[config.mk]
export PLATFORM = sky130hd
export DESIGN_NAME = priority_round_robin_task_scheduler
export DESIGN_NICKNAME = d
export VERILOG_FILES = /design/src/hw/rtl/prts_pkg.sv /design/src/hw/rtl/priority_round_robin_task_scheduler.sv
export SDC_FILE = /design/constraint.sdc
export NUM_CORES = 1
export LEC_CHECK = 0
export BUFFER_PORTS_ARGS = -buffer_cell sky130_fd_sc_hd__buf_2
export CAP_MARGIN = 20
export CORE_ASPECT_RATIO = 1.75
export CORE_MARGIN = 8
export CORE_UTILIZATION = 40
export CTS_BUF_LIST = sky130_fd_sc_hd__clkbuf_4 sky130_fd_sc_hd__clkbuf_8
export DETAILED_ROUTE_END_ITERATION = 6
export SYNTH_ARGS = -nofsm -noshare
export SYNTH_HDL_FRONTEND = slang
export SYNTH_SLANG_ARGS = --single-unit
[constraint.sdc]
create_clock -name clk -period 6.23 [get_ports clk]
set_clock_uncertainty 0.1 [all_clocks]
set_input_delay 0.9345 -clock clk [delete_from_list [all_inputs] [get_ports clk]]
set_output_delay 0.9345 -clock clk [all_outputs]
set_load 0.05 [all_outputs]
[src/hw/rtl/prts_pkg.sv]
package prts_pkg;

	localparam int MaxTasksDef       = 8;
	localparam int PriorityLevelsDef = 4;
	localparam int DelayWidthDef     = 32;

	localparam int CmdW     = 3;
	localparam int TaskIdW  = 3;
	localparam int DelayInW = 32;
	localparam int TaskOutW = 4;
	localparam int CountW   = 4;
	localparam int PrioW    = 24;
	localparam int CfgIdxW  = 1;
	localparam int CfgDataW = 24;

	localparam logic [CfgIdxW-1:0] CFG_TASK_COUNT = 1'b0;
	localparam logic [CfgIdxW-1:0] CFG_TASK_PRIO  = 1'b1;

	typedef enum logic [CmdW-1:0] {
		CMD_START  = 3'd0,
		CMD_TICK   = 3'd1,
		CMD_SCHED  = 3'd2,
		CMD_BLOCK  = 3'd3,
		CMD_COMMIT = 3'd4
	} cmd_t;

	typedef enum logic [1:0] {
		ST_READY   = 2'd0,
		ST_BLOCKED = 2'd1,
		ST_RUNNING = 2'd2
	} run_state_t;

	typedef enum logic [1:0] {
		PH_UNSTARTED = 2'd0,
		PH_FROM_RESET = 2'd1,
		PH_NORMAL    = 2'd2
	} phase_t;

	typedef enum logic [3:0] {
		FSM_IDLE,
		FSM_BUILD,
		FSM_TICK_RD,
		FSM_TICK_WR,
		FSM_LVL,
		FSM_MEM_RD,
		FSM_STATE_RD,
		FSM_DECIDE,
		FSM_COMMIT_RD,
		FSM_DONE
	} fsm_t;

endpackage

[src/hw/rtl/priority_round_robin_task_scheduler.sv]
// Channel  | Ports                                            | Transfer
// ---------+--------------------------------------------------+------------------------------
// command  | start, busy, cmd, task_id, delay_ticks           | clk edge with start=1, busy=0
// result   | done, pick_task, run_task, switch_needed, error  | one-cycle strobe on done
// config   | cfg_we, cfg_index, cfg_data                      | clk edge with cfg_we=1
//
// Busy holds from a command's transfer until FSM_IDLE; done strobes as busy drops. The
// receiver cannot stall. A tick sweeps the active tasks through the delay memory, a read
// and a write per task, then walks the levels: a member visit passes the level, member
// read, state read and decide states, an empty level only the level state. Start fills
// the level tables one task a cycle over all MAX_TASKS slots. Reset clears control state
// at once; start clears the task memories and fills the member memory.
module priority_round_robin_task_scheduler #(
	parameter int MAX_TASKS       = prts_pkg::MaxTasksDef,
	parameter int PRIORITY_LEVELS = prts_pkg::PriorityLevelsDef,
	parameter int DELAY_WIDTH     = prts_pkg::DelayWidthDef
) (
	input  logic                           clk,
	input  logic                           arst_n,
	input  logic                           start,
	output logic                           busy,
	input  logic [prts_pkg::CmdW-1:0]      cmd,
	input  logic [prts_pkg::TaskIdW-1:0]   task_id,
	input  logic [prts_pkg::DelayInW-1:0]  delay_ticks,
	output logic                           done,
	output logic [prts_pkg::TaskOutW-1:0]  pick_task,
	output logic [prts_pkg::TaskOutW-1:0]  run_task,
	output logic                           switch_needed,
	output logic                           error,
	input  logic                           cfg_we,
	input  logic [prts_pkg::CfgIdxW-1:0]   cfg_index,
	input  logic [prts_pkg::CfgDataW-1:0]  cfg_data
);

	localparam int TW  = (MAX_TASKS > 1) ? $clog2(MAX_TASKS) : 1;   // task index
	localparam int TCW = $clog2(MAX_TASKS + 1);                      // task count
	localparam int LW  = (PRIORITY_LEVELS > 1) ? $clog2(PRIORITY_LEVELS) : 1;
	localparam int LCW = $clog2(PRIORITY_LEVELS + 1);
	localparam int MW  = LW + TW;
	localparam int MEMD = PRIORITY_LEVELS * MAX_TASKS;
	localparam logic [TCW-1:0] IDLE = TCW'(MAX_TASKS);

	// configuration registers
	logic [prts_pkg::CountW-1:0] task_count_q;
	logic [prts_pkg::PrioW-1:0]  task_prio_q;

	always_ff @(posedge clk or negedge arst_n) begin
		if (!arst_n) begin
			task_count_q <= '0;
			task_prio_q  <= '0;
		end else if (cfg_we) begin
			unique case (cfg_index)
				prts_pkg::CFG_TASK_COUNT: task_count_q <= cfg_data[prts_pkg::CountW-1:0];
				prts_pkg::CFG_TASK_PRIO:  task_prio_q  <= cfg_data;
				default: ;
			endcase
		end
	end

	// memories: per-task state and delay, level membership
	logic [1:0]             state_mem [MAX_TASKS];
	logic [DELAY_WIDTH-1:0] delay_mem [MAX_TASKS];
	logic [TW-1:0]          member_mem [MEMD];

	logic          st_we;
	logic [TW-1:0] st_waddr, st_raddr;
	logic [1:0]    st_wdata, st_rdata_q;
	logic          dl_we;
	logic [TW-1:0] dl_addr;
	logic [DELAY_WIDTH-1:0] dl_wdata, dl_rdata_q;
	logic          mb_we;
	logic [MW-1:0] mb_waddr, mb_raddr;
	logic [TW-1:0] mb_wdata, mb_rdata_q;

	always_ff @(posedge clk) begin
		if (st_we) state_mem[st_waddr] <= st_wdata;
		st_rdata_q <= state_mem[st_raddr];
		if (dl_we) delay_mem[dl_addr] <= dl_wdata;
		dl_rdata_q <= delay_mem[dl_addr];
		if (mb_we) member_mem[mb_waddr] <= mb_wdata;
		mb_rdata_q <= member_mem[mb_raddr];
	end

	// control state
	prts_pkg::fsm_t   fsm_q, fsm_d;
	prts_pkg::phase_t phase_q, phase_d;
	logic [TCW-1:0] running_q, running_d, chosen_q, chosen_d;
	logic           pend_q, pend_d;
	logic [TCW-1:0] active_q, active_d;
	logic [TCW-1:0] lcount_q [PRIORITY_LEVELS];
	logic [TCW-1:0] lcount_d [PRIORITY_LEVELS];
	logic [TW-1:0]  lrot_q [PRIORITY_LEVELS];
	logic [TW-1:0]  lrot_d [PRIORITY_LEVELS];
	logic [TCW-1:0] lcnt_q [PRIORITY_LEVELS];  // blocked seen per level
	logic [TCW-1:0] lcnt_d [PRIORITY_LEVELS];
	logic [TCW-1:0] idx_q, idx_d;              // sweep index
	logic [LCW-1:0] lvl_q, lvl_d;
	logic [TW-1:0]  vidx_q, vidx_d;            // rotation slot being visited
	logic           err_q, err_d;
	logic           done_q, done_d;
	prts_pkg::cmd_t cmd_q, cmd_d;

	always_ff @(posedge clk or negedge arst_n) begin
		if (!arst_n) begin
			fsm_q     <= prts_pkg::FSM_IDLE;
			phase_q   <= prts_pkg::PH_UNSTARTED;
			running_q <= IDLE;
			chosen_q  <= IDLE;
			pend_q    <= 1'b0;
			active_q  <= '0;
			for (int l = 0; l < PRIORITY_LEVELS; l++) begin
				lcount_q[l] <= '0;
				lrot_q[l]   <= '0;
				lcnt_q[l]   <= '0;
			end
			idx_q  <= '0;
			lvl_q  <= '0;
			vidx_q <= '0;
			err_q  <= 1'b0;
			done_q <= 1'b0;
			cmd_q  <= prts_pkg::CMD_START;
		end else begin
			fsm_q     <= fsm_d;
			phase_q   <= phase_d;
			running_q <= running_d;
			chosen_q  <= chosen_d;
			pend_q    <= pend_d;
			active_q  <= active_d;
			lcount_q  <= lcount_d;
			lrot_q    <= lrot_d;
			lcnt_q    <= lcnt_d;
			idx_q     <= idx_d;
			lvl_q     <= lvl_d;
			vidx_q    <= vidx_d;
			err_q     <= err_d;
			done_q    <= done_d;
			cmd_q     <= cmd_d;
		end
	end

	// priority of the task at idx_q, clamped; tasks beyond the field get level 0
	logic [2:0]    prio_raw;
	logic [LW-1:0] prio_lvl;
	always_comb begin
		prio_raw = 3'd0;
		for (int i = 0; i < 8; i++)
			if (32'(idx_q) == 32'(i)) prio_raw = task_prio_q[3*i +: 3];
		if (32'(prio_raw) >= PRIORITY_LEVELS) prio_lvl = LW'(PRIORITY_LEVELS - 1);
		else prio_lvl = LW'(prio_raw);
	end

	logic [TCW-1:0] cnt_clamp;
	assign cnt_clamp = (32'(task_count_q) > MAX_TASKS) ? IDLE : TCW'(task_count_q);

	logic [LW-1:0]  lvl_idx;
	logic [TCW-1:0] cur_lcount;
	logic [TW-1:0]  rot_use;
	assign lvl_idx    = lvl_q[LW-1:0];
	assign cur_lcount = lcount_q[lvl_idx];
	assign rot_use    = (32'(lrot_q[lvl_idx]) >= 32'(cur_lcount)) ? '0 : lrot_q[lvl_idx];

	// next state and datapath
	always_comb begin
		fsm_d     = fsm_q;
		phase_d   = phase_q;
		running_d = running_q;
		chosen_d  = chosen_q;
		pend_d    = pend_q;
		active_d  = active_q;
		lcount_d  = lcount_q;
		lrot_d    = lrot_q;
		lcnt_d    = lcnt_q;
		idx_d     = idx_q;
		lvl_d     = lvl_q;
		vidx_d    = vidx_q;
		err_d     = err_q;
		done_d    = 1'b0;
		cmd_d     = cmd_q;
		st_we = 1'b0; st_waddr = idx_q[TW-1:0]; st_wdata = prts_pkg::ST_READY;
		st_raddr = idx_q[TW-1:0];
		dl_we = 1'b0; dl_addr = idx_q[TW-1:0]; dl_wdata = '0;
		mb_we = 1'b0; mb_waddr = '0; mb_wdata = idx_q[TW-1:0];
		mb_raddr = MW'(32'(lvl_idx) * MAX_TASKS + 32'(rot_use));
		busy = (fsm_q != prts_pkg::FSM_IDLE);

		unique case (fsm_q)
			prts_pkg::FSM_IDLE: begin
				if (start) begin
					err_d = 1'b0;
					idx_d = '0;
					lvl_d = '0;
					for (int l = 0; l < PRIORITY_LEVELS; l++) lcnt_d[l] = '0;
					fsm_d = prts_pkg::FSM_DONE;
					if (cmd == prts_pkg::CMD_START) begin
						cmd_d    = prts_pkg::CMD_START;
						active_d = cnt_clamp;
						for (int l = 0; l < PRIORITY_LEVELS; l++) begin
							lcount_d[l] = '0;
							lrot_d[l]   = '0;
						end
						phase_d   = prts_pkg::PH_FROM_RESET;
						running_d = IDLE;
						chosen_d  = IDLE;
						pend_d    = 1'b1;
						fsm_d     = prts_pkg::FSM_BUILD;
					end else if (phase_q != prts_pkg::PH_UNSTARTED) begin
						priority case (cmd)
							prts_pkg::CMD_TICK: begin
								cmd_d = prts_pkg::CMD_TICK;
								fsm_d = (active_q == '0) ? prts_pkg::FSM_LVL
									: prts_pkg::FSM_TICK_RD;
							end
							prts_pkg::CMD_SCHED: fsm_d = prts_pkg::FSM_LVL;
							prts_pkg::CMD_BLOCK: begin
								if (32'(task_id) >= 32'(active_q)) begin
									err_d = 1'b1;
								end else begin
									st_we    = 1'b1;
									st_waddr = task_id[TW-1:0];
									st_wdata = prts_pkg::ST_BLOCKED;
									dl_we    = 1'b1;
									dl_addr  = task_id[TW-1:0];
									dl_wdata = delay_ticks[DELAY_WIDTH-1:0];
									fsm_d    = prts_pkg::FSM_LVL;
								end
							end
							prts_pkg::CMD_COMMIT: begin
								if (pend_q) begin
									if (phase_q == prts_pkg::PH_FROM_RESET) begin
										running_d = IDLE;
										phase_d   = prts_pkg::PH_NORMAL;
										pend_d    = 1'b0;
									end else if (running_q != IDLE) begin
										st_raddr = running_q[TW-1:0];
										fsm_d    = prts_pkg::FSM_COMMIT_RD;
									end else begin
										running_d = chosen_q;
										pend_d    = 1'b0;
										if (chosen_q != IDLE) begin
											st_we    = 1'b1;
											st_waddr = chosen_q[TW-1:0];
											st_wdata = prts_pkg::ST_RUNNING;
										end
									end
								end
							end
							default: ;
						endcase
					end
				end
			end

			prts_pkg::FSM_BUILD: begin
				// reset one task and, if it is active, file it into its level
				if (idx_q < IDLE) begin
					st_we    = 1'b1;
					st_wdata = prts_pkg::ST_READY;
					dl_we    = 1'b1;
					dl_wdata = '0;
				end
				if (idx_q < active_q) begin
					mb_we    = 1'b1;
					mb_waddr = MW'(32'(prio_lvl) * MAX_TASKS + 32'(lcount_q[prio_lvl]));
					lcount_d[prio_lvl] = lcount_q[prio_lvl] + 1'b1;
				end
				if (idx_q == IDLE - 1'b1) fsm_d = prts_pkg::FSM_DONE;
				idx_d = idx_q + 1'b1;
			end

			prts_pkg::FSM_TICK_RD: begin
				fsm_d = prts_pkg::FSM_TICK_WR;
			end

			prts_pkg::FSM_TICK_WR: begin
				if (dl_rdata_q != '0) begin
					dl_we    = 1'b1;
					dl_wdata = dl_rdata_q - 1'b1;
				end
				if ((dl_rdata_q == '0 || dl_rdata_q == DELAY_WIDTH'(1))
					&& st_rdata_q == prts_pkg::ST_BLOCKED) begin
					st_we    = 1'b1;
					st_wdata = prts_pkg::ST_READY;
				end
				idx_d = idx_q + 1'b1;
				fsm_d = (idx_q + 1'b1 >= active_q) ? prts_pkg::FSM_LVL
					: prts_pkg::FSM_TICK_RD;
			end

			prts_pkg::FSM_LVL: begin
				if (phase_q == prts_pkg::PH_FROM_RESET) begin
					running_d = IDLE;
					chosen_d  = IDLE;
					pend_d    = 1'b1;
					for (int l = 0; l < PRIORITY_LEVELS; l++) lrot_d[l] = '0;
					fsm_d = prts_pkg::FSM_DONE;
				end else if (32'(lvl_q) >= PRIORITY_LEVELS) begin
					chosen_d = IDLE;
					pend_d   = 1'b1;
					fsm_d    = prts_pkg::FSM_DONE;
				end else if (cur_lcount == '0) begin
					lvl_d = lvl_q + 1'b1;
				end else begin
					vidx_d = rot_use;
					fsm_d  = prts_pkg::FSM_MEM_RD;
				end
			end

			prts_pkg::FSM_MEM_RD: begin
				st_raddr = mb_rdata_q;
				fsm_d    = prts_pkg::FSM_STATE_RD;
			end

			prts_pkg::FSM_STATE_RD: begin
				// hold the state address so the read data stays on the member task
				st_raddr = mb_rdata_q;
				fsm_d    = prts_pkg::FSM_DECIDE;
			end

			prts_pkg::FSM_DECIDE: begin
				// advance this level's rotation past the visited slot
				if (32'(vidx_q) + 1 >= 32'(cur_lcount)) lrot_d[lvl_idx] = '0;
				else lrot_d[lvl_idx] = vidx_q + 1'b1;
				fsm_d = prts_pkg::FSM_DONE;
				if (st_rdata_q == prts_pkg::ST_READY) begin
					chosen_d = TCW'(mb_rdata_q);
					pend_d   = 1'b1;
				end else if (st_rdata_q == prts_pkg::ST_RUNNING) begin
					pend_d = 1'b0;
				end else begin
					lcnt_d[lvl_idx] = lcnt_q[lvl_idx] + 1'b1;
					fsm_d = prts_pkg::FSM_LVL;
					if (32'(lcnt_q[lvl_idx]) + 1 >= 32'(cur_lcount)) lvl_d = lvl_q + 1'b1;
				end
			end

			prts_pkg::FSM_COMMIT_RD: begin
				if (st_rdata_q == prts_pkg::ST_RUNNING) begin
					st_we    = 1'b1;
					st_waddr = running_q[TW-1:0];
					st_wdata = prts_pkg::ST_READY;
				end
				fsm_d     = prts_pkg::FSM_DONE;
				running_d = chosen_q;
				pend_d    = 1'b0;
				if (chosen_q != IDLE) begin
					// a second write would collide; chosen is written in DONE
					cmd_d = prts_pkg::CMD_COMMIT;
				end
			end

			prts_pkg::FSM_DONE: begin
				if (cmd_q == prts_pkg::CMD_COMMIT) begin
					st_we    = 1'b1;
					st_waddr = running_q[TW-1:0];
					st_wdata = prts_pkg::ST_RUNNING;
					cmd_d    = prts_pkg::CMD_SCHED;
				end
				done_d = 1'b1;
				fsm_d  = prts_pkg::FSM_IDLE;
			end

			default: fsm_d = prts_pkg::FSM_IDLE;
		endcase

		// an immediate command completes in one pass through DONE too
		if (fsm_q == prts_pkg::FSM_DONE) cmd_d = prts_pkg::CMD_SCHED;
		if (fsm_q == prts_pkg::FSM_COMMIT_RD && chosen_q != IDLE) cmd_d = prts_pkg::CMD_COMMIT;
	end

	assign done          = done_q;
	assign pick_task     = prts_pkg::TaskOutW'(chosen_q);
	assign run_task      = prts_pkg::TaskOutW'(running_q);
	assign switch_needed = pend_q;
	assign error         = err_q;

endmodule
==> metrics, run 1 <==
status=finished, final reports clean; number of sinks on the clock net=511; final antenna-violating net count=0; top cells by area in the synthesized netlist=sky130_fd_sc_hd__edfxtp_1 (45%), sky130_fd_sc_hd__dfrtp_1 (11%), sky130_fd_sc_hd__nand2_1 (5.3%), sky130_fd_sc_hd__mux2_2 (4.4%), sky130_fd_sc_hd__dfxtp_1 (3.0%); hold-fix buffers at CTS=0; count of H-tree levels built during CTS=3; number of flip-flops and latches in the synthesized netlist=511; Tightest Hold Check Type=in2async; total power after layout=12.5 mW; fraction of the mapped netlist area in simple logic gates=10.9%; Layout fillers=roughly 5500; most common cell after layout, fill and taps aside=sky130_fd_sc_hd__edfxtp_1; switching power share of the total=39.0%; synthesized instance count=2058; RSZ-0062 raised after global routing=false; Total Routed Length=72.2 mm; via count of the first global-routing pass=between 15000 and 20000; number of cells upsized or downsized after cts=0; detailed router's first-iteration violation count=about 1200; buffer type at the clock tree root=sky130_fd_sc_hd__clkbuf_8; Clk pwr share=23.5%; multi-input combinational cell area=9320 um^2; clock latency on the worst-skew pair=660 ps; overall fraction of global-route tracks in use=20.4%; routed via count=17700; first-pass GRT wire length=roughly 110 mm; core region area=60200 um^2; post-CTS repair timing setup buffer count=0; Syn Nets=2162; count of nets after finishing=2221; FP Rows=119; initial cell density of the core=40.5%; placed cell count=about 2800; post-synthesis mux area share=under 10%; area share of xor/xnor cells in the synthesized design=1.33%; Worst Setup Start Kind=flip-flop; combinational family with the most area after synthesis=compound AO/OA/AOI/OAI gates; Worst EP required=6660 ps; Sequential Power Share=39.1%; cell breakdown of the critical path=mux4_2, inv_2, ha_1, or3b_2, a21oi_1, o22ai_1, a2111oi_0, o21ai_0, a31oi_1; width of the chip=203 um; EDFF count, synth=368; buffer depth of the longest clock path=3; Synth async-reset ratio=20.7%; Adder-Cell Fraction of Synth Area=between 1.5 and 2%; startpoint of the most critical setup path=lvl_q[0]$_DFFE_PN0P_; chip height=342 um; count of port buffers added during placement=78; number of search-and-repair iterations in the first detailed-routing pass=5; pwr dens=458 nW/um^2; die area=69300 um^2; Critical Path Slowest Stage Cell=sky130_fd_sc_hd__mux4_2; internal power=7.60 mW; DRC errors left=0; ys flop type=sky130_fd_sc_hd__edfxtp_1; Worst Path Class, Setup=reg2reg; startpoint of the lowest-slack register-to-register path=lvl_q[0]$_DFFE_PN0P_; Final Util=roughly 45%; normalized max-slew margin=24.5%; mean number of vias per cell=5.96; clock tree from TritonCTS=built; global route overflow=0; FF+latch area=14500 um^2; highest cell delay on the worst timing path=760 ps; final total negative setup slack=0 ps; net switching power=4.86 mW; biggest fanout along the worst timing path=15; final critical-path share of the clock period=77.9%; number of warnings issued by yosys=0; count of final max-slew check failures=0; clock transition at the registers of the reported paths=roughly 70 ps; Leakage Power=roughly 9.5 nW; Cell Area, Synth=between 20000 and 25000 um^2; Comb pwr share=37.4%; shortest period the worst path allows=4850 ps; FF-to-FF path depth=9; count of non-filler cells in the finished layout=about 3000; number of placed I/O pins=79; Max Clock Freq=~0.21 GHz; area share of the largest cell type after synthesis=45.4%; top cell type by total area after synthesis=sky130_fd_sc_hd__edfxtp_1; largest net degree at the start of global routing=85; Least-Margin Pin Slew=roughly 1100 ps; commonest non-fill, non-tap cells in the layout=sky130_fd_sc_hd__edfxtp_1 (368), sky130_fd_sc_hd__nand2_1 (346), sky130_fd_sc_hd__a21oi_1 (106); share of final-layout standard cells stronger than drive strength 1=19.8%; data arrival time of the critical path=5290 ps; complex-gate fraction of the synthesized area=16.5%; Placer Congestion=0.926; number of failing hold endpoints at the final stage=0; initial antenna violation count=1; Post-DP HPWL=~47 mm; kind of end point of the critical path=flip-flop; TritonCTS Buffers=between 70 and 80; area growth from synthesis to layout=11.8%; average wire per standard cell=24.3 um; worst voltage drop across the vdd grid=304 uV; Synth cell types=83; max_cap viols=0; number of setup violations in the final report=0; synthesized area per cell=11.8 um^2; sequential cell area fraction in the yosys report=59.3%
## metrics by stage
stage / hold WS [ps] / setup WS (ps) / instance area, um^2
floorplan: 345 / 779 / 24400
global placement: 364 / 1080 / 25600
detailed placement: 367 / 1080 / 25600
CTS: 150 / 1330 / 27200
global route: 199 / 1120 / 27200
finish: 181 / 1380 / 27200
## cell families (layout without fill, tap and decap cells)
| family | count (synthesis) | after routing |
|---|---|---|
| AND/OR/NAND/NOR | 602 | 602 |
| AO/OA/AOI/OAI | 557 | 557 |
| flip-flops | 511 | 511 |
| buffers and inverters | 171 | 293 |
| multiplexers | 143 | 143 |
| adder cells (fa/ha/maj) | 37 | 37 |
| XOR/XNOR | 37 | 37 |
| other | 0 | 1 |
## per-layer routing
| layer | wire length, um | vias up | global-route usage, % | share of wire (%) |
|---|---|---|---|---|
| li1 | - | 8001 | - | - |
| met1 | 25600 | 8829 | 21.2 | 35 |
| met2 | 39400 | 647 | 38.8 | 54 |
| met3 | 3780 | 201 | 2.98 | 5.2 |
| met4 | 3480 | 0 | 11.0 | 4.8 |
| met5 | 0 | - | 0 | 0 |
## power groups by stage
stage	registers (mW)	clock network [mW]	logic [mW]
final	4.87	2.93	4.66
after global routing	4.93	3.13	5.05
after CTS	4.87	3.00	4.65
after detailed placement	4.93	0	4.63
after global placement	4.92	0	4.56
after floorplan	4.80	0	3.22
## Yosys cell counts, types with 7 or more instances
master	count
sky130_fd_sc_hd__nand2_1	347
sky130_fd_sc_hd__nor3_1	18
sky130_fd_sc_hd__dfrtp_1	104
sky130_fd_sc_hd__edfxtp_1	368
sky130_fd_sc_hd__inv_1	34
sky130_fd_sc_hd__nor2b_1	12
sky130_fd_sc_hd__mux2_2	95
sky130_fd_sc_hd__a21o_1	10
sky130_fd_sc_hd__nand2b_1	18
sky130_fd_sc_hd__a22o_1	15
sky130_fd_sc_hd__nand3_1	25
sky130_fd_sc_hd__o211ai_1	13
sky130_fd_sc_hd__a211oi_1	71
sky130_fd_sc_hd__dfxtp_1	37
sky130_fd_sc_hd__a31oi_1	15
sky130_fd_sc_hd__o21ai_0	102
sky130_fd_sc_hd__clkbuf_1	89
sky130_fd_sc_hd__nor2_1	107
sky130_fd_sc_hd__xnor2_1	23
sky130_fd_sc_hd__and3_1	11
sky130_fd_sc_hd__a32o_1	17
sky130_fd_sc_hd__ha_1	37
sky130_fd_sc_hd__mux2i_1	30
sky130_fd_sc_hd__o221ai_1	9
sky130_fd_sc_hd__nor4_1	12
sky130_fd_sc_hd__nand4_1	8
sky130_fd_sc_hd__a311oi_1	67
sky130_fd_sc_hd__o221a_2	33
sky130_fd_sc_hd__a22oi_1	44
sky130_fd_sc_hd__xor2_1	14
sky130_fd_sc_hd__buf_2	20
sky130_fd_sc_hd__a21oi_1	107
sky130_fd_sc_hd__buf_1	18
sky130_fd_sc_hd__mux4_2	17
sky130_fd_sc_hd__or4_1	7
## final cells by class
cell class	count	area share, %
Timing Repair Buffer	115	2.58
Sequential cell	511	53.1
Inverter	36	0.496
Tap cell	786	3.61
Clock buffer	110	5.12
Antenna cell	1	0.00919
Clock inverter	32	0.919
Multi-Input combinational cell	1376	34.2
## critical path, delay by kind of cell (launching register included)
kind | cells | cell delay (ps)
compound gates | 5 | 2110
mux | 1 | 760
flops | 1 | 750
simple gates | 1 | 440
buf+inv | 1 | 290
fa+ha+maj | 1 | 280
## worst paths after layout
check | endpoint | slack (ps)
worst max-delay path | mb_rdata_q[2]$_DFF_P_ | 1380
worst min-delay path | lcount_q[3]$_DFFE_PN0P_ | 180
worst max register to register | mb_rdata_q[2]$_DFF_P_ | 1380
worst min register to register | lcnt_q[5]$_DFFE_PN0P_ | 380
max in group asynchronous | cmd_q[1]$_DFFE_PN0P_ | 4510
min in group clk | lcnt_q[5]$_DFFE_PN0P_ | 380
## state kept, by name, summed over array words and instances (netlist names), 3 cells and up
| register | count |
|---|---|
| delay_mem | 256 |
| member_mem | 96 |
| dl_rdata_q | 32 |
| task_prio_q | 24 |
| lcnt_q | 16 |
| lcount_q | 16 |
| state_mem | 16 |
| lrot_q | 12 |
| active_q | 4 |
| fsm_q | 4 |
| idx_q | 4 |
| pick_task | 4 |
| run_task | 4 |
| task_count_q | 4 |
| cmd_q | 3 |
| lvl_q | 3 |
| mb_rdata_q | 3 |
| vidx_q | 3 |
Power figures use the tool's default switching activity.
==> inputs of run 2 (changes only) <==
Clock period 6.23 ns to 4.65 ns, I/O delays scaled along.
==> run 2 against run 1 <==
Against the previous run: the flow now finishes with violations (hold timing); clock power rose by 34%; via count fell by 0.44%; critical path depth rose by 5.
==> metrics, run 2 (same netlist as run 1, synthesis figures left out) <==
biggest fanout along the worst timing path=15 (unchanged); Max Clock Freq=0.236 GHz (+14%); first-pass GRT wire length=107 mm (-2.0%); Reg with most FFs=delay_mem; average wire per standard cell=23.7 um (-2.8%); Leakage Power=9.56 nW (+0.38%); Worst Setup Start Kind=flip-flop; termination of the worst setup path=member_mem[27][0]$_DFFE_PP_; Tightest Hold Check Type=in2async; met3 GRT Util=3.42% (+0.44 points); clock tree from TritonCTS=built; summed area of non-filler cells in the final layout=27300 um^2 (+0.34%); width of the chip=203 um (unchanged); Least-Margin Pin Slew=1030 ps (-98.5 ps); Total Routed Length=70.6 mm (-2.3%); TritonCTS Buffers=76 (-1.3%); normalized max-slew margin=31.1% (+6.6 points); post-CTS repair timing setup buffer count=0 (unchanged); biggest registers after layout=delay_mem x256, member_mem x96, dl_rdata_q x32; via count of the first global-routing pass=18400 (+0.67%); count of port buffers added during placement=78 (unchanged); detailed router's first-iteration violation count=1272 (+5.4%); total power after layout=16.7 mW (+34%); kind of end point of the critical path=flip-flop; RSZ-0062 raised after global routing=false; number of sinks on the clock net=511 (unchanged); count of final max-slew check failures=0 (unchanged); Hold Slack=-39.4 ps (-221 ps); FF-to-FF path depth=14 (+5); mean number of vias per cell=5.90 (-0.98%); area growth from synthesis to layout=12.2%; cell breakdown of the critical path=ha_1, buf_4, a211oi_1, o21ai_0, a22oi_2, and2_1, nand2_1, nand2_1, nor2_1, a31oi_1, ha_1, xnor2_1, nand4_1, nor2_1; clock transition at the registers of the reported paths=60 ps (about the same); placed cell count=2839 (+0.57%); pwr dens=610 nW/um^2 (+33%); overall fraction of global-route tracks in use=19.9% (-0.51 points); max_cap viols=0 (unchanged); global route overflow=0 (unchanged); chip height=342 um (unchanged); routed via count=17600 (-0.44%); number of search-and-repair iterations in the first detailed-routing pass=6 (+1); max reg flops=256 (unchanged); number of cells upsized or downsized after cts=0 (unchanged); initial antenna violation count=8 (+7); failing checks=hold timing; routing layer with the top usage in global route=met2; status=finished, violations left; initial cell density of the core=40.5% (unchanged); met2 usage=37.6% (-1.2 points); Placer Congestion=0.912 (-1.4%); data arrival time of the critical path=4470 ps (-820 ps); highest cell delay on the worst timing path=560 ps (-200 ps); commonest non-fill, non-tap cells in the layout=sky130_fd_sc_hd__edfxtp_1 (368), sky130_fd_sc_hd__nand2_1 (346), sky130_fd_sc_hd__a21oi_1 (106); Worst Path Class, Setup=reg2reg; Critical Path Slowest Stage Cell=sky130_fd_sc_hd__dfrtp_4; DRC errors left=0 (unchanged); final setup slack of the worst path=409 ps (-968 ps); share of final-layout standard cells stronger than drive strength 1=20.0% (+0.17 points); buffer depth of the longest clock path=3 (unchanged); FP Rows=119 (unchanged); number of placed I/O pins=79 (unchanged); count of nets after finishing=2235 (+0.63%); Post-DP HPWL=45.6 mm (-3.2%); count of H-tree levels built during CTS=3 (unchanged); largest net degree at the start of global routing=107 (+26%); M1 GR Usage=20.3% (-0.95 points); number of setup violations in the final report=0 (unchanged); shortest period the worst path allows=4240 ps (-612 ps); number of failing hold endpoints at the final stage=15 (+15); endpoint of the lowest-slack register-to-register path=member_mem[27][0]$_DFFE_PP_; Worst EP required=4870 ps (-1790 ps); Final Util=45.4% (+0.15 points); worst voltage drop across the vdd grid=306 uV (+0.49%); count of non-filler cells in the finished layout=2983 (+0.54%); startpoint of the lowest-slack register-to-register path=idx_q[0]$_DFFE_PN0P_; buffer type at the clock tree root=sky130_fd_sc_hd__clkbuf_8; most common cell after layout, fill and taps aside=sky130_fd_sc_hd__edfxtp_1; die area=69300 um^2 (unchanged); final critical-path share of the clock period=91.2% (+13 points); startpoint of the most critical setup path=idx_q[0]$_DFFE_PN0P_; setup slack of the worst register-to-register path=410 ps (-970 ps); clock latency on the worst-skew pair=670 ps (about the same); core region area=60200 um^2 (unchanged); placed cell area=25700 um^2 (+0.43%); hold-fix buffers at CTS=0 (unchanged); DP Worst Slack=497 ps (-584 ps); final antenna-violating net count=0 (unchanged)
==> run 2: cell types whose count changed in the layout (fill, tap and decap cells not counted), sizes merged <==
cell	before	now
clkbuf	111	100
inv	40	39
clkinv	25	27
buf	114	130
diode	1	5
clkinvlp	0	3
bufinv	3	6
==> run 2: how the worst min path moves through the flow <==
| stage | slack, ps | cells past startpoint | from | to |
|---|---|---|---|---|
| global placement | 370 | 1 | cmd_q[1]$_DFFE_PN0P_ | cmd_q[1]$_DFFE_PN0P_ |
| CTS | 4 | 2 | arst_n | lcount_q[13]$_DFFE_PN0P_ |
| detailed placement | 370 | 1 | cmd_q[1]$_DFFE_PN0P_ | cmd_q[1]$_DFFE_PN0P_ |
| finish | -40 | 2 | arst_n | task_prio_q[23]$_DFFE_PN0P_ |
| global route | 20 | 2 | arst_n | task_prio_q[23]$_DFFE_PN0P_ |
| floorplan | 300 | 0 | arst_n | active_q[0]$_DFFE_PN0P_ |
==> run 2: worst max-delay path: cells and delay by family, from the launching register on <==
family / cells / cell delay (ps)
and+or+nand+nor: 6 / 1290
adders and majority gates: 2 / 560
buffers and inverters: 1 / 220
AOI/OAI and AO/OA: 4 / 1000
DFF: 1 / 560
xor gates and xnor gates: 1 / 190
==> run 2: area by class of cell <==
| cell class | instances | area, um^2 |
|---|---|---|
| clock inverters | 39 | 359 |
| flip-flops and latches | 511 | 14500 |
| diodes | 5 | 12.5 |
| clock buffers | 100 | 1260 |
| repair buffers | 130 | 808 |
| inverters | 36 | 135 |
| well taps | 786 | 983 |
| fillers | 5541 | 32800 |
| multi-input cells | 1376 | 9320 |
==> run 2: power breakdown <==
group	leakage, nW	internal (mW)	switching [mW]
combinational	3.76	2.19	4.08
clock	0.847	2.13	1.79
sequential	4.96	5.92	0.567
==> run 2: routing by layer <==
metal | routed length (um) | share of wire, % | vias to the layer above
met5 | 40 | 0.057 | -
met4 | 3760 | 5.3 | 6
met3 | 3940 | 5.6 | 208
met2 | 38300 | 54 | 611
met1 | 24500 | 35 | 8771
li1 | - | - | 8004
==> run 2: stage by stage <==
step / hold WS [ps] / setup TNS (ps)
after floorplan: 302 / -6000
after global placement: 366 / 0
after detailed placement: 371 / 0
after CTS: 4.31 / 0
after global routing: 18.6 / 0
final: -39.4 / 0
==> inputs of run 3 (changes only) <==
Settings changed: RECOVER_POWER set to 100.
==> run 3 against run 2 <==
Against the previous run: the run ends with capacitance limit, slew limit left; hold slack improved by 220 ps; die area did not move; register-to-register slack got worse by 60 ps; sequential power barely moved; critical path depth fell by 5; clock power barely moved; fmax fell by 1.3%; worst setup slack got worse by 57 ps; sequential cell count did not move; critical endpoint is now delay_mem[1][18]$_DFFE_PP_.
==> metrics, run 3 (same netlist as run 1, synthesis figures left out) <==
count of non-filler cells in the finished layout=2983 (unchanged); Least-Margin Pin Slew=2820 ps (+1780 ps); FF+latch area=14500 um^2 (unchanged); average wire per standard cell=23.7 um (about the same); RSZ-0062 raised after global routing=false; worst voltage drop across the vdd grid=303 uV (-0.95%); max_cap viols=3 (+3); hold-fix buffers at CTS=0 (unchanged); most common cell after layout, fill and taps aside=sky130_fd_sc_hd__edfxtp_1; placed cell count=2839 (unchanged); placed cell area=25700 um^2 (unchanged); TritonCTS Buffers=76 (unchanged); status=finished, violations left; number of failing hold endpoints at the final stage=0 (-15); Sequential Power Share=39.1% (+0.2 points); initial cell density of the core=40.5% (unchanged); count of nets after finishing=2235 (unchanged); overall fraction of global-route tracks in use=19.9% (unchanged); startpoint of the most critical setup path=fsm_q[2]$_DFFE_PN0P_; DRC errors left=0 (unchanged); normalized max-slew margin=-87.8% (-120 points); switching power share of the total=38.5% (-0.063 points); FF-to-FF path depth=9 (-5); Layout fillers=5558 (+0.31%); net switching power=6.40 mW (-0.50%); clock tree from TritonCTS=built; first-pass GRT wire length=107 mm (unchanged); number of search-and-repair iterations in the first detailed-routing pass=5 (-1); Hold Slack=176 ps (+216 ps); capture endpoint of the worst hold path=task_prio_q[18]$_DFFE_PN0P_; crit path buf inv count=1 (unchanged); startpoint of the worst hold path=cfg_data[18]; Clk pwr share=23.6% (about the same); highest cell delay on the worst timing path=620 ps (+60 ps); number of cells upsized or downsized after cts=0 (unchanged); number of setup violations in the final report=0 (unchanged); number of sinks on the clock net=511 (unchanged); final antenna-violating net count=0 (unchanged); shortest period the worst path allows=4300 ps (+57.1 ps); Worst Setup Start Kind=flip-flop; initial antenna violation count=8 (unchanged); largest net degree at the start of global routing=107 (unchanged); Leakage Power=9.49 nW (-0.82%); buffer depth of the longest clock path=3 (unchanged); number of placed I/O pins=79 (unchanged); biggest fanout along the worst timing path=19 (+4); core region area=60200 um^2 (unchanged); final critical-path share of the clock period=92.4% (+1.2 points); clock latency on the worst-skew pair=670 ps (about the same); multi-input combinational cell area=9280 um^2 (-0.39%); count of final max-slew check failures=203 (+203); Reg with most FFs=delay_mem; Final Util=45.3% (-0.16 points); Max Clock Freq=0.233 GHz (-1.3%); count of H-tree levels built during CTS=3 (unchanged); chip height=342 um (unchanged); Placer Congestion=0.912 (unchanged); total power after layout=16.6 mW (-0.34%); Critical Path Slowest Stage Cell=sky130_fd_sc_hd__clkbuf_2; cell breakdown of the critical path=nor2_1, nand3_1, nor2_1, nand2_2, nor3_1, a21oi_1, nand2b_1, nor2_4, clkbuf_2; pwr dens=610 nW/um^2 (about the same); endpoint of the lowest-slack register-to-register path=delay_mem[1][18]$_DFFE_PP_; area growth from synthesis to layout=11.8%; Post-DP HPWL=45.6 mm (unchanged); routed via count=17600 (+0.27%); clock transition at the registers of the reported paths=70 ps (about the same); max reg flops=256 (unchanged); biggest registers after layout=delay_mem x256, member_mem x96, dl_rdata_q x32; global route overflow=0 (unchanged); Total Routed Length=70.6 mm (about the same); number of cells on the worst hold path=2; setup slack of the worst register-to-register path=350 ps (-60 ps); kind of end point of the critical path=flip-flop; Worst EP required=4820 ps (-50 ps); die area=69300 um^2 (unchanged); cell seen most often among critical-path stages=sky130_fd_sc_hd__nor2_1; failing checks=capacitance limit, slew limit; buffer type at the clock tree root=sky130_fd_sc_hd__clkbuf_8; summed area of non-filler cells in the final layout=27200 um^2 (-0.34%); Tightest Hold Check Type=in2reg; startpoint of the lowest-slack register-to-register path=fsm_q[2]$_DFFE_PN0P_; detailed router's first-iteration violation count=1236 (-2.8%); Worst Path Class, Setup=reg2reg; post-CTS repair timing setup buffer count=0 (unchanged); data arrival time of the critical path=4470 ps (about the same); kind of cell with the highest combined delay on the critical path=simple AND/OR/NAND/NOR gates; mean number of vias per cell=5.92 (+0.27%); via count of the first global-routing pass=18400 (unchanged); internal power=10.2 mW (-0.23%); share of final-layout standard cells stronger than drive strength 1=19.0% (-1.0 points); Comb pwr share=37.3% (-0.3 points); width of the chip=203 um (unchanged); commonest non-fill, non-tap cells in the layout=sky130_fd_sc_hd__edfxtp_1 (368), sky130_fd_sc_hd__nand2_1 (347), sky130_fd_sc_hd__a21oi_1 (108); count of port buffers added during placement=78 (unchanged); FP Rows=119 (unchanged)
[run 3: changes by cell type in the layout (fill, tap and decap cells not counted), moves of 2 or more]
cell / before / now
sky130_fd_sc_hd__buf_4: 51 / 37
sky130_fd_sc_hd__o21ai_1: 5 / 0
sky130_fd_sc_hd__o21ai_0: 101 / 106
sky130_fd_sc_hd__a21oi_1: 106 / 108
sky130_fd_sc_hd__clkbuf_2: 0 / 4
sky130_fd_sc_hd__clkbuf_1: 0 / 16
sky130_fd_sc_hd__buf_2: 77 / 67
sky130_fd_sc_hd__clkbuf_4: 18 / 23
[run 3: worst register-to-register path: stages, from the launching register on]
cell	delay, ps
sky130_fd_sc_hd__dfrtp_1	520
sky130_fd_sc_hd__nor2_1	590
sky130_fd_sc_hd__nand3_1	430
sky130_fd_sc_hd__nor2_1	340
sky130_fd_sc_hd__nand2_2	100
sky130_fd_sc_hd__nor3_1	170
sky130_fd_sc_hd__a21oi_1	100
sky130_fd_sc_hd__nand2b_1	430
sky130_fd_sc_hd__nor2_4	500
sky130_fd_sc_hd__clkbuf_2	620
[run 3: worst max path at each step]
| stage | endpoint | cells past startpoint |
|---|---|---|
| 3_3_place_gp | member_mem[0][1]$_DFFE_PP_ | 14 |
| 5_1_grt | delay_mem[1][20]$_DFFE_PP_ | 9 |
| 2_1_floorplan | delay_mem[4][0]$_DFFE_PP_ | 14 |
| 4_1_cts | member_mem[27][1]$_DFFE_PP_ | 14 |
| 3_5_place_dp | member_mem[27][2]$_DFFE_PP_ | 14 |
| 6_report | delay_mem[1][18]$_DFFE_PP_ | 9 |
[run 3: layer usage]
| metal | wire (um) | GRT usage (%) | vias to the layer above |
|---|---|---|---|
| met5 | 40 | 0 | - |
| met4 | 3860 | 11.5 | 6 |
| met3 | 3720 | 3.42 | 218 |
| met2 | 38400 | 37.6 | 584 |
| met1 | 24600 | 20.3 | 8819 |
| li1 | - | - | 8020 |
[run 3: cell type report]
type / instances / area share (%)
antenna: 5 / 0.0459
clock buffer: 100 / 4.64
clock inverter: 39 / 1.32
inverter: 36 / 0.496
multi-input combinational: 1376 / 34.1
sequential: 511 / 53.1
tap: 786 / 3.61
timing repair buffer: 130 / 2.76
[run 3: stage by stage]
| step | setup TNS [ps] | worst slack, ps |
|---|---|---|
| floorplan | -6000 | -173 |
| global placement | 0 | 588 |
| detailed placement | 0 | 497 |
| CTS | 0 | 468 |
| global route | 0 | 65.0 |
| finish | 0 | 352 |
[run 3: power by group through the flow]
stage	Sequential [mW]	Combinational (mW)	Clock (mW)
3_5_place_dp	6.56	6.20	0
2_1_floorplan	6.42	4.35	0
4_1_cts	6.48	6.24	4.00
5_1_grt	6.57	6.71	4.18
3_3_place_gp	6.55	6.09	0
6_report	6.49	6.20	3.92
